$ cat src/sv/ssdt_pkg.sv
// ----------------------------------------------------------------------------
// ssdt_pkg
// Shared types and constants for the sparse-set dirty table.
// ----------------------------------------------------------------------------
package ssdt_pkg;

  localparam int unsigned DefMaxIds   = 1024;
  localparam int unsigned DefMaxSlots = 1024;
  localparam int unsigned IdW         = 10;
  localparam int unsigned OpW         = 3;
  localparam int unsigned SlotOutW    = 10;
  localparam int unsigned CountOutW   = 11;

  localparam logic [OpW-1:0] OP_ADD    = 3'd0;
  localparam logic [OpW-1:0] OP_REMOVE = 3'd1;
  localparam logic [OpW-1:0] OP_HAS    = 3'd2;
  localparam logic [OpW-1:0] OP_MARK   = 3'd3;
  localparam logic [OpW-1:0] OP_FETCH  = 3'd4;
  localparam logic [OpW-1:0] OP_CLEAR  = 3'd5;

  localparam logic [1:0] ST_OK     = 2'd0;
  localparam logic [1:0] ST_ABSENT = 2'd1;
  localparam logic [1:0] ST_RANGE  = 2'd2;
  localparam logic [1:0] ST_FULL   = 2'd3;

  typedef struct packed {
    logic [OpW-1:0] op;
    logic [IdW-1:0] id;
  } cmd_t;

  typedef struct packed {
    logic [1:0]           status;
    logic                 present;
    logic [SlotOutW-1:0]  slot;
    logic                 rebuild;
    logic [CountOutW-1:0] live;
  } rsp_t;

endpackage

$ cat src/sv/ssdt_front.sv
// ----------------------------------------------------------------------------
// ssdt_front
// Accepts commands and holds them in a two-entry queue for the engine.
// ----------------------------------------------------------------------------
module ssdt_front (
  input  logic            clk,
  input  logic            rst_n,
  input  logic            in_valid,
  output logic            in_ready,
  input  ssdt_pkg::cmd_t  in_cmd,
  output logic            q_valid,
  input  logic            q_ready,
  output ssdt_pkg::cmd_t  q_cmd
);

  ssdt_pkg::cmd_t mem_r [2];
  logic           wp_r, rp_r;
  logic [1:0]     cnt_r;
  logic           push, pop;

  assign in_ready = (cnt_r != 2'd2);
  assign q_valid  = (cnt_r != 2'd0);
  assign q_cmd    = mem_r[rp_r];
  assign push     = in_valid && in_ready;
  assign pop      = q_valid && q_ready;

  always_ff @(posedge clk) begin
    if (push) begin
      mem_r[wp_r] <= in_cmd;
    end
    if (!rst_n) begin
      wp_r  <= 1'b0;
      rp_r  <= 1'b0;
      cnt_r <= 2'd0;
    end else begin
      if (push) wp_r <= ~wp_r;
      if (pop) rp_r <= ~rp_r;
      cnt_r <= cnt_r + {1'b0, push} - {1'b0, pop};
    end
  end

endmodule

$ cat config.mk
export PLATFORM = sky130hd
export DESIGN_NAME = ssdt_front
export DESIGN_NICKNAME = d
export VERILOG_FILES = /design/src/sv/ssdt_pkg.sv /design/src/sv/ssdt_front.sv
export SDC_FILE = /design/constraint.sdc
export NUM_CORES = 1
export LEC_CHECK = 0
export ABC_CLOCK_PERIOD_IN_PS = 2090
export BUFFER_PORTS_ARGS = -buffer_cell sky130_fd_sc_hd__buf_4
export CAP_MARGIN = 20
export CORE_ASPECT_RATIO = 1.75
export CORE_MARGIN = 4
export CORE_UTILIZATION = 50
export DETAILED_ROUTE_END_ITERATION = 10
export PLACE_DENSITY = 0.77
export SETUP_SLACK_MARGIN = 0.02
export SYNTH_ARGS = -nofsm -noshare
export SYNTH_HDL_FRONTEND = slang
export SYNTH_SLANG_ARGS = --single-unit
$ cat constraint.sdc
create_clock -name clk -period 2.09 [get_ports clk]
set_input_delay 0 -clock clk [delete_from_list [all_inputs] [get_ports clk]]
set_output_delay 0 -clock clk [all_outputs]
set_load 0.05 [all_outputs]
* Word-level counts from Yosys, hierarchy flattened *
Memory sizes are Yosys's and may differ from the RTL's. A register that Yosys moved wholly into a read port is not among the register bits.
Index checks and enable logic that the tools add are counted.

cells by class
  add/sub/neg operators = 2
  equality and inequality tests = 1
  multiplexer cells = 4
  bitwise operators = 2
  reductions and logical operators = 3

operators by type and width
  kind                count
  $mux 1              4
  $add 2x1->2         1
  $logic_and 1x1->1   2
  $ne 2x2->1 const B  1
  $not 1->1           2
  $reduce_bool 2->1   1
  $sub 2x1->2         1

word-level totals
  flip-flop bits (word level) = 4
  bits in writable memories = 26
  input bits = 17
  output and inout port bits = 15
  logic and storage cells = 16
  memories kept = 1

memories
  memory  depth  width  rd ports  clocked after memory_dff  wr ports  RTL line          source
  mem_r   2      13     1         1                         1         ssdt_front.sv:16  ssdt_pkg::cmd_t mem_r [2];

* Logic depth before layout (Yosys ltp) *
Gate-level depths: netlist (run 1).

  depth after elaboration = 4
  mapped depth = 8
  depth with buffers taken out = 8

* Worst setup path before layout (run 1) *
No wires, ideal clock.

  kind = reg2reg
  start point = reg cnt_r[0]
  end point = reg cnt_r[1]
  setup time = 0.115 ns
  arrival time = 1.871 ns
  data required time = 1.975 ns
  path slack = 0.104 ns
  cell stages (with the launch flop) = 9
  buffers on the path = 0
  period minus slack after synthesis = 1.986 ns
  cells stage by stage = dfxtp_1 nand2b_1 nand2_1 ha_1 inv_1 ha_1 xnor2_1 xnor2_1 and2_1

on the way
  word-level cells in the longest chain between the ends = 4
  elaborated cells on any way between the ends = 6
  classes of those cells = 2 x add/sub; 1 x eq/ne; 3 x reduce/logical

ends and longest elaborated chain
  item                    RTL line          source
  start, declared         ssdt_front.sv:18  logic [1:0] cnt_r;
  start signal, assigned  ssdt_front.sv:38  cnt_r <= cnt_r + {1'b0, push} - {1'b0, pop};
  $ne 2x2->1              ssdt_front.sv:21  assign in_ready = (cnt_r != 2'd2);
  via in_ready            ssdt_front.sv:9   output logic in_ready,
  $logic_and 1x1->1       ssdt_front.sv:24  assign push = in_valid && in_ready;
  $add 2x1->2             ssdt_front.sv:38
  $sub 2x1->2             ssdt_front.sv:38

The timed path passes the listed nets, and every way through them passes these cells.
A chain may end at the register's enable or synchronous reset.

* Worst setup path after layout (run 1) *
  start point = reg cnt_r[0]
  end point = reg cnt_r[1]

on the way
  word-level cells in the longest chain between the ends = 4
  elaborated cells on any way between the ends = 6
  classes of those cells = 2 x add/sub; 1 x eq/ne; 3 x reduce/logical

ends and longest elaborated chain
  item               RTL line
  $ne 2x2->1         ssdt_front.sv:21
  $logic_and 1x1->1  ssdt_front.sv:24
  $add 2x1->2        ssdt_front.sv:38
  $sub 2x1->2 (*)    ssdt_front.sv:38

Mark *: on every way between the ends. The rest lies on a longest branch, timed or not.

==> reports/qor.yml, run 1 <==
synth:
  seq_area_frac_synth: 0.7505
  synth_most_common_cell: "edfxtp_1"
  netlist_instances: 64
  synth-main-ff-cell: "edfxtp_1"
  yosysWarnings: 0
  syn-num-nets: 83
  synth.area.top_cells: "edfxtp_1, mux2_2, dfxtp_1"
  syn_avg_cell_area_um2: 18.34
  ys_ff_latch: 31
  async_flop_share: 0
  synth_area_um2: 1174
  ys_types: 16
  synth_top_area_frac: 0.6652
  synth_area_leader_cell: "edfxtp_1"
  synth_common_cells: "edfxtp_1, mux2_2, dfxtp_1"
  synth_edf_count: 26
critical_path:
  critPathLaunch: "cnt_r[0]"
  worstPathRequired_ns: 2.26
  worstPathArrival_ns: 1.80
  cp-end-kind: "flop"
  rr_startpoint: "cnt_r[0]"
  startpoint_type: "flop"
  cp_max_fo: 4
  critPathKind: "reg2reg"
clock_tree:
  cts_buffers: 5
  clock_sinks: 31
  cts_buffer_depth: 2
  clkLatencyLatePin_ns: 0.27
  h-tree-depth: 2
  cts_setup_buffers: 0
  path_clk_slew_ns: 0.06
  cts_tree: "built"
  root_buffer: "clkbuf_8"
  hold_buffers: 14
  post_cts_resized: 0
grt:
  grt_usage: 0.1503
  grt_pass1_vias: 752
  grt_max_degree: 14
  grt.overflow.total: 0
  antenna_found_initial: 0
  grt_pass1_wl_mm: 3.339
pwr:
  ir_drop_uv: 808.4
  p_clk_frac: 0.201
  p_seq_frac: 0.409
  power_leakage_nw: 0.6526
  power.density_nw_per_um2: 1257
  combinationalPowerShare: 0.390
  internal-power_w: 0.001318
  power_switching_w: 0.0007581
  swShare: 0.3651
die:
  core_area_um2: 2273
  rows: 23
  fp.dieH_um: 72.09
  ioPinCount: 32
  start_util: 0.5162
  die_x_um: 44.63
  die_area_um2: 3217
sta:
  rsz0062_at_grt: "false"
  setup_violations: 0
  fin_crit_sh: 0.7803
  worstMarginPinSlew_ns: 0.6166
  finalHoldViolCount: 0
  slew_viol_final: 0
  finalWorstPathRequiredPeriod_ns: 1.631
  fin_setup_tns_ns: 0
  skew_ns: 0.004595
  fmax_mhz: 613.2
  maxSlewHeadroom: 0.5889
detailed_routing:
  route.met3.wl_um: 131
  drt_pass1_iterations: 3
  viasPerCell: 4.915
  final_antenna_net_count: 0
  drt-wirelength-per-cell_um: 14.65
  met1_length_um: 760
  totalWireLength_mm: 2.065
  routed.top_layer: "met4"
  drt_iter0_drc: 10
  met2_length_mm: 1.108
  vias: 693
  route.detailed.drc: 0
finish:
  finalNetCount: 135
  fillers: 154
  area_growth_pct: 40.72
  utilization: 0.7265
  layout-drive-gt1-share: 0.4569
  antennaDiodeCount: 0
job:
  cap_violations: 0
place:
  place_congestion: 0.5985
  port_buffers: 31
  hpwl_mm: 1.405
hold_path:
  min-delay-start: "in_valid"
  hp-class: "in2reg"
outcome:
  status: "finished clean"
==> critical path, cell delays in order (launching register included) <==
cell and delay, ns:
dfxtp_1 0.36, nand2b_1 0.16, nand2_1 0.11, ha_1 0.28, inv_1 0.04, ha_1 0.18, xnor2_1 0.13, xnor2_1 0.12
and2_1 0.15
==> logic make-up (layout without fill, tap and decap cells) <==
logic type | Yosys count | in the layout | share of synthesized area
multiplexers | 14 | 14 | 0.1333
AO/OA/AOI/OAI | 1 | 1 | 0.007464
AND/OR/NAND/NOR | 11 | 11 | 0.05224
XOR/XNOR | 3 | 3 | 0.02239
adder cells (fa/ha/maj) | 2 | 2 | 0.02132
flip-flops | 31 | 31 | 0.7505
buffers and inverters | 2 | 54 | 0.01279
==> metal layers <==
| metal | up-vias | GRT usage |
|---|---|---|
| li1 | 337 | - |
| met1 | 326 | 0.1513 |
| met2 | 23 | 0.2528 |
| met4 | 0 | 0.1107 |
| met5 | - | 0 |
| met3 | 7 | 0.03970 |
==> state kept, by name (all words and copies together), names as in the netlist, named ones only <==
register  count
rp_r          1
mem_r        26
cnt_r         2
wp_r          1
==> through the flow <==
step	setup WS (ns)	instance area, um^2	hold slack (ns)	cells	total power (W)
floorplan	0.1043	1174	0.09887	64	0.001444
global placement	0.5072	1434	0.1868	120	0.001643
detailed placement	0.4460	1434	0.1883	120	0.001660
CTS	0.4366	1652	0.07721	141	0.002101
global route	0.3430	1652	0.08451	141	0.002192
finish	0.4592	1652	0.07316	141	0.002076
==> path summary, 6_finish.rpt <==
kind	endpoint	slack, ns	cells after the start
max	cnt_r[1]	0.46	8
min	wp_r	0.07	3
max reg2reg	cnt_r[1]	0.46	8
min reg2reg	wp_r	0.50	2
==> cell usage in the layout, fill, tap and decap left out <==
master	instances
nand2b_1	2
buf_4	32
clkbuf_8	5
and3_1	1
mux2i_1	1
nor2_1	1
or2_2	1
clkinv_2	1
mux2_2	13
nand2_1	2
nor2b_1	2
dfxtp_1	5
dlygate4sd3_1	14
ha_1	2
edfxtp_1	26
xnor2_1	3
inv_1	1
o21a_2	1
clkinv_1	1
and2_1	2
==> cell type report <==
type                            instances  area [um^2]  area share
Tap cell                               25        31.28     0.01894
Clock buffer                            5        68.82     0.04167
Timing Repair Buffer                   46        380.4      0.2303
Multi-Input combinational cell         31        277.8      0.1682
Inverter                                1        3.754    0.002273
Clock inverter                          2        8.758    0.005303
Sequential cell                        31        880.8      0.5333
==> power by group through the flow <==
stage	clock network, W	logic (W)	registers [W]
after detailed placement	0	0.000797	0.000863
after global routing	0.000466	0.000865	0.000861
after global placement	0	0.000786	0.000857
after CTS	0.000430	0.000820	0.000851
after floorplan	0	0.000615	0.000829
final	0.000417	0.000811	0.000849
No activity file was read; power rests on OpenSTA's default activity.
==> run 2, diff against run 1 <==
--- a/config.mk
+++ b/config.mk
@@ -5,14 +5,15 @@
 export SDC_FILE = /design/constraint.sdc
 export NUM_CORES = 1
 export LEC_CHECK = 0
-export ABC_CLOCK_PERIOD_IN_PS = 2090
+export ABC_AREA = 1
+export ABC_CLOCK_PERIOD_IN_PS = 1330
 export BUFFER_PORTS_ARGS = -buffer_cell sky130_fd_sc_hd__buf_4
 export CAP_MARGIN = 20
 export CORE_ASPECT_RATIO = 1.75
 export CORE_MARGIN = 4
-export CORE_UTILIZATION = 50
+export CORE_UTILIZATION = 45
 export DETAILED_ROUTE_END_ITERATION = 10
-export PLACE_DENSITY = 0.77
+export PLACE_DENSITY = 0.73
 export SETUP_SLACK_MARGIN = 0.02
 export SYNTH_ARGS = -nofsm -noshare
 export SYNTH_HDL_FRONTEND = slang
==> constraint.sdc (replaced) <==
create_clock -name clk -period 1.33 [get_ports clk]
set_input_delay 0 -clock clk [delete_from_list [all_inputs] [get_ports clk]]
set_output_delay 0 -clock clk [all_outputs]
set_load 0.05 [all_outputs]
==> run 2 against run 1 <==
Compared with the run above:
- the flow now finishes with violations (setup timing)
- synthesized area grew 3.6%
- sequential power increased by 64%
- global-route usage increased by 2.3 points
- clock power is 64% higher
- routed wire length up 31%
- sequential share of layout area down 7.9 points
- core utilization is 4.4 points higher
- final cell count up 17%
- hold slack got worse by 0.042 ns
- flip-flop and latch count unchanged
- fmax is 17% higher
- combinational power increased by 150%
- critical endpoint unchanged
- largest cell class unchanged
==> reports/qor.yml, run 2 <==
synth:
  synth_common_cells: "edfxtp_1, mux2_4, nand2_1"
  netlist_instances: 76
  synth_area_um2: 1216
  yosysWarnings: 0
  synth_area_leader_cell: "edfxtp_1"
  async_flop_share: 0
  synth-main-ff-cell: "edfxtp_1"
  synth_most_common_cell: "edfxtp_1"
  synth_top_area_frac: 0.6420
  synth_edf_count: 26
  synth.area.top_cells: "edfxtp_1, mux2_4, dfxtp_1"
  syn_avg_cell_area_um2: 16.00
  ys_ff_latch: 31
  ys_types: 11
  seq_area_frac_synth: 0.7243
  syn-num-nets: 95
place:
  dp_cells: 137
  hpwl_mm: 1.633
  place_congestion: 0.6279
  port_buffers: 31
detailed_routing:
  viasPerCell: 5.018
  final_antenna_net_count: 0
  drt-wirelength-per-cell_um: 16.35
  drt_pass1_iterations: 4
  route.detailed.drc: 0
  totalWireLength_mm: 2.697
  vias: 828
  drt_iter0_drc: 19
pwr:
  power_leakage_nw: 0.8210
  internal-power_w: 0.002527
  p_seq_frac: 0.342
  power.density_nw_per_um2: 2067
  fin_total_pwr_w: 0.004064
  ir_drop_uv: 1445
  combinationalPowerShare: 0.491
  p_clk_frac: 0.168
  power_switching_w: 0.001537
  swShare: 0.3782
die:
  ioPinCount: 32
  core_area_um2: 2552
  rows: 24
  start_util: 0.4765
  die_x_um: 47.30
  fp.dieH_um: 76.77
  die_area_um2: 3631
sta:
  finalWorstPathRequiredPeriod_ns: 1.394
  fin_crit_sh: 1.048
  slew_viol_final: 0
  finalWorstSetupSlack_ns: -0.06417
  fmax_mhz: 717.3
  fin_setup_tns_ns: -0.06417
  maxSlewHeadroom: 0.9029
  worstMarginPinSlew_ns: 0.1452
  finalHoldViolCount: 0
  skew_ns: 0.006362
  rsz0062_at_grt: "true"
  setup_violations: 1
clock_tree:
  h-tree-depth: 2
  cts_tree: "built"
  clock_sinks: 31
  cts_buffers: 5
  root_buffer: "clkbuf_8"
  clkLatencyLatePin_ns: 0.28
  cts_buffer_depth: 2
  path_clk_slew_ns: 0.06
finish:
  top_register: "mem_r"
  layout-drive-gt1-share: 0.5612
  final_common_cell: "buf_4"
  top_regs: "mem_r: 26 flops, cnt_r: 2 flops"
  final_cell_mix: "buf_4, edfxtp_1, dlygate4sd3_1, mux2_4"
  final_cells: 165
  finalNetCount: 157
  largest_register_ffs: 26
  area_growth_pct: 61.63
  antennaDiodeCount: 0
hold_path:
  min-delay-start: "in_valid"
  hold_depth: 3
  hp-class: "in2reg"
  hold-path-endpoint: "wp_r"
critical_path:
  worstPathArrival_ns: 1.57
  rrSetupSlack_ns: -0.06
  rr_startpoint: "cnt_r[0]"
  worstPathRequired_ns: 1.51
  startpoint_type: "flop"
  critPathKind: "reg2reg"
  cp_max_fo: 3
  cp-end-kind: "flop"
  reg2reg_depth: 10
  timing.rr.end: "cnt_r[1]"
grt:
  grt_usage: 0.1732
  grt_max_degree: 14
  met1_usage: 0.1221
  grtUsageMet2: 0.3212
  busiest_layer: "met2"
  grt_pass1_vias: 931
  grt.overflow.total: 0
  antenna_found_initial: 0
  grt_pass1_wl_mm: 4.126
  grt.met3_usage: 0.06792
outcome:
  status: "complete, but fails checks"
  violations: "setup timing"
job:
  cap_violations: 0
[run 2: area by class of cell]
type                            instances  area, um^2
Sequential cell                        31       892.1
Timing Repair Buffer                   56       548.0
Clock buffer                            7       76.32
Inverter                                7       28.78
Clock inverter                          1       5.005
Multi-Input combinational cell         37       382.9
Fill cell                             153       586.8
Tap cell                               26       32.53
[run 2: kinds of logic (layout without fill, tap and decap cells)]
logic type,Yosys count,in the layout,share of synthesized area
adder cells (fa/ha/maj),2,2,0.02057
AO/OA/AOI/OAI,2,2,0.008231
AND/OR/NAND/NOR,20,20,0.06481
flip-flops,31,31,0.7243
buffers and inverters,8,71,0.03087
multiplexers,13,13,0.1512
[run 2: worst max path at each step]
stage                     slack, ns      from  cells after the start        to
final                         -0.06  cnt_r[0]                     10  cnt_r[1]
after global routing          -0.12  cnt_r[0]                     10  cnt_r[1]
after CTS                     -0.07  cnt_r[0]                     10  cnt_r[1]
after detailed placement      -0.11  cnt_r[1]                      9  cnt_r[1]
after global placement      0.00005  cnt_r[0]                     10  cnt_r[1]
after floorplan               -0.06  cnt_r[0]                     10  cnt_r[1]
[run 2: power by group through the flow]
stage / Clock, W / Combinational [W] / Sequential, W
3_5_place_dp: 0 / 0.00162 / 0.00138
4_1_cts: 0.000703 / 0.00186 / 0.00139
3_3_place_gp: 0 / 0.00156 / 0.00136
2_1_floorplan: 0 / 0.00116 / 0.00136
5_1_grt: 0.000747 / 0.00210 / 0.00141
6_report: 0.000682 / 0.00199 / 0.00139
[run 2: critical path, stage by stage, from the launching register on]
cell	delay [ns]
dfxtp_4	0.38
inv_4	0.05
nand2_8	0.06
nand2_4	0.05
ha_4	0.26
inv_2	0.04
ha_4	0.16
inv_2	0.05
nand2_2	0.06
a21oi_2	0.12
nor2_1	0.05
[run 2: metrics by stage]
| step | instance area, um^2 | hold WS, ns | util | setup slack (ns) |
|---|---|---|---|---|
| 2_1_floorplan | 1280 | 0.09284 | - | -0.05630 |
| 6_report | 1966 | 0.03152 | 0.7701 | -0.06417 |
| 5_1_grt | 1966 | 0.06252 | 0.7701 | -0.1230 |
| 3_3_place_gp | 1597 | 0.1858 | 0.6255 | 0.00005174 |
| 3_5_place_dp | 1597 | 0.1879 | 0.6255 | -0.1092 |
| 4_1_cts | 1904 | 0.02389 | 0.7461 | -0.07059 |
[run 2: per-layer routing]
metal / up-vias / share of wire
met2: 29 / 0.63
met4: 0 / 0.033
met5: - / 0
met3: 8 / 0.056
li1: 394 / -
met1: 397 / 0.28
[run 2: what timing repair did]
action	4_1_cts	5_1_grt
pin swaps	9	1
buffers inserted	4	1
gates resized for setup	15	14
endpoints found under the hold margin	31	0
endpoints found under the setup margin	11	11
hold buffers	14	0
gates cloned	1	0
==> run 3, diff against run 2 <==
--- a/config.mk
+++ b/config.mk
@@ -6,7 +6,7 @@
 export NUM_CORES = 1
 export LEC_CHECK = 0
 export ABC_AREA = 1
-export ABC_CLOCK_PERIOD_IN_PS = 1330
+export ABC_CLOCK_PERIOD_IN_PS = 1100
 export BUFFER_PORTS_ARGS = -buffer_cell sky130_fd_sc_hd__buf_4
 export CAP_MARGIN = 20
 export CORE_ASPECT_RATIO = 1.75
==> constraint.sdc (replaced) <==
create_clock -name clk -period 1.1 [get_ports clk]
set_input_delay 0 -clock clk [delete_from_list [all_inputs] [get_ports clk]]
set_output_delay 0 -clock clk [all_outputs]
set_load 0.05 [all_outputs]
==> run 3 against run 2 <==
Compared with the run above:
- the flow still finishes with violations (setup timing)
- sequential power up 21%
- clock-buffer cell count is the same
- register-to-register slack got worse by 0.21 ns
==> reports/qor.yml, run 3 (synthesis results as in run 2) <==
outcome:
  status: "complete, but fails checks"
  violations: "setup timing"
sta:
  fin_hold_ws_ns: 0.02735
  fin_crit_sh: 1.250
  setup_violations: 42
  skew_ns: 0.001994
  finalWorstSetupSlack_ns: -0.2753
  finalWorstPathRequiredPeriod_ns: 1.375
  fmax_mhz: 727.1
  slew_viol_final: 0
  finalHoldViolCount: 0
  worstMarginPinSlew_ns: 0.1835
  rsz0062_at_grt: "true"
  maxSlewHeadroom: 0.8775
die:
  fp.dieH_um: 76.77
  start_util: 0.4765
  core_area_um2: 2552
  ioPinCount: 32
  die_area_um2: 3631
  rows: 24
  die_x_um: 47.30
grt:
  antenna_found_initial: 0
  grt_usage: 0.1520
  grt_pass1_wl_mm: 3.974
  grt_pass1_vias: 916
  grt.overflow.total: 0
  grt_max_degree: 10
critical_path:
  cp_max_fo: 3
  worstPathArrival_ns: 1.54
  cp-end-kind: "flop"
  worstPathRequired_ns: 1.27
  critPathKind: "reg2reg"
  endpoint: "cnt_r[1]"
  critPathLaunch: "cnt_r[0]"
  rrSetupSlack_ns: -0.28
  reg2reg_depth: 10
  startpoint_type: "flop"
  timing.rr.end: "cnt_r[1]"
  rr_startpoint: "cnt_r[0]"
clock_tree:
  root_buffer: "clkbuf_8"
  h-tree-depth: 2
  cts_buffers: 5
  cts_tree: "built"
  clock_sinks: 31
  clkLatencyLatePin_ns: 0.27
  path_clk_slew_ns: 0.06
  cts_buffer_depth: 2
hold_path:
  hp-class: "in2reg"
pwr:
  power.density_nw_per_um2: 2502
  power_switching_w: 0.001910
  swShare: 0.3714
  power_leakage_nw: 0.8379
  ir_drop_uv: 2123
  p_seq_frac: 0.326
  internal-power_w: 0.003233
  p_clk_frac: 0.159
  combinationalPowerShare: 0.515
place:
  port_buffers: 31
  dp_cells: 139
  hpwl_mm: 1.551
  pre_cts_ws_ns: -0.2674
  place_congestion: 0.6246
detailed_routing:
  viasPerCell: 4.952
  drt_iter0_drc: 24
  totalWireLength_mm: 2.562
  final_antenna_net_count: 0
  route.detailed.drc: 0
  vias: 827
  drt-wirelength-per-cell_um: 15.34
  drt_pass1_iterations: 4
finish:
  final_cell_mix: "edfxtp_1, buf_4, dlygate4sd3_1, mux2_4, buf_6"
  final_cells: 167
  final_common_cell: "edfxtp_1"
  fillers: 116
  area_growth_pct: 69.03
  top_register: "mem_r"
  largest_register_ffs: 26
  top_regs: "mem_r: 26 flops, cnt_r: 2 flops"
  layout-drive-gt1-share: 0.6099
  antennaDiodeCount: 0
  utilization: 0.8054
  finalNetCount: 159
job:
  cap_violations: 0
-- run 3: per-layer routing --
metal | share of wire | global-route usage | up-vias
li1 | - | - | 397
met1 | 0.33 | 0.1431 | 398
met2 | 0.59 | 0.2769 | 24
met3 | 0.055 | 0.04918 | 8
met4 | 0.026 | 0.05540 | 0
met5 | 0 | 0 | -
-- run 3: area by class of cell --
| class | instances | area (um^2) | share of cell area |
|---|---|---|---|
| clock buffers | 7 | 76.32 | 0.03713 |
| multi-input cells | 37 | 404.1 | 0.1966 |
| repair inverters | 1 | 7.507 | 0.003652 |
| flip-flops and latches | 31 | 892.1 | 0.4340 |
| repair buffers | 57 | 601.8 | 0.2928 |
| well taps | 26 | 32.53 | 0.01582 |
| clock inverters | 1 | 5.005 | 0.002435 |
| inverters | 7 | 36.28 | 0.01765 |
-- run 3: metrics by stage --
| stage | area [um^2] | setup TNS (ns) | total power [W] |
|---|---|---|---|
| 2_1_floorplan | 1282 | -4.002 | 0.003050 |
| 3_3_place_gp | 1614 | -3.142 | 0.003611 |
| 3_5_place_dp | 1614 | -3.554 | 0.003671 |
| 4_1_cts | 2024 | -6.045 | 0.005060 |
| 5_1_grt | 2056 | -7.964 | 0.005372 |
| 6_report | 2056 | -5.929 | 0.005144 |
-- run 3: power groups by stage --
stage / Combinational, W / Clock, W / Sequential, W
5_1_grt: 0.00279 / 0.000880 / 0.00170
4_1_cts: 0.00255 / 0.000844 / 0.00166
6_report: 0.00265 / 0.000816 / 0.00168
2_1_floorplan: 0.00141 / 0 / 0.00164
3_5_place_dp: 0.00202 / 0 / 0.00165
3_3_place_gp: 0.00198 / 0 / 0.00163
-- run 3: what timing repair did --
item,CTS,global route
hold buffers,13,1
resized for setup,37,8
setup endpoints to repair,43,44
buffers inserted,2,3
pin swaps,6,1
gates cloned,3,0
endpoints found under the hold margin,31,3
-- run 3: worst min-delay path by stage --
stage,start,end,slack (ns),cells past startpoint
floorplan,rst_n,cnt_r[0],0.1,2
global placement,in_cmd[3],mem_r[1][3],0.19,1
detailed placement,in_cmd[1],mem_r[0][1],0.19,1
CTS,rst_n,cnt_r[0],-0.06,3
global route,q_ready,flop,0.05,4
finish,in_valid,wp_r,0.03,3
-- run 3: worst max-delay path, stage by stage (launching register included) --
cell	delay (ns)
dfxtp_4	0.38
inv_4	0.05
nand2_8	0.06
nand2_4	0.06
ha_4	0.26
inv_2	0.04
ha_4	0.16
inv_2	0.05
nand2_2	0.06
a21oi_2	0.11
nor2_1	0.05
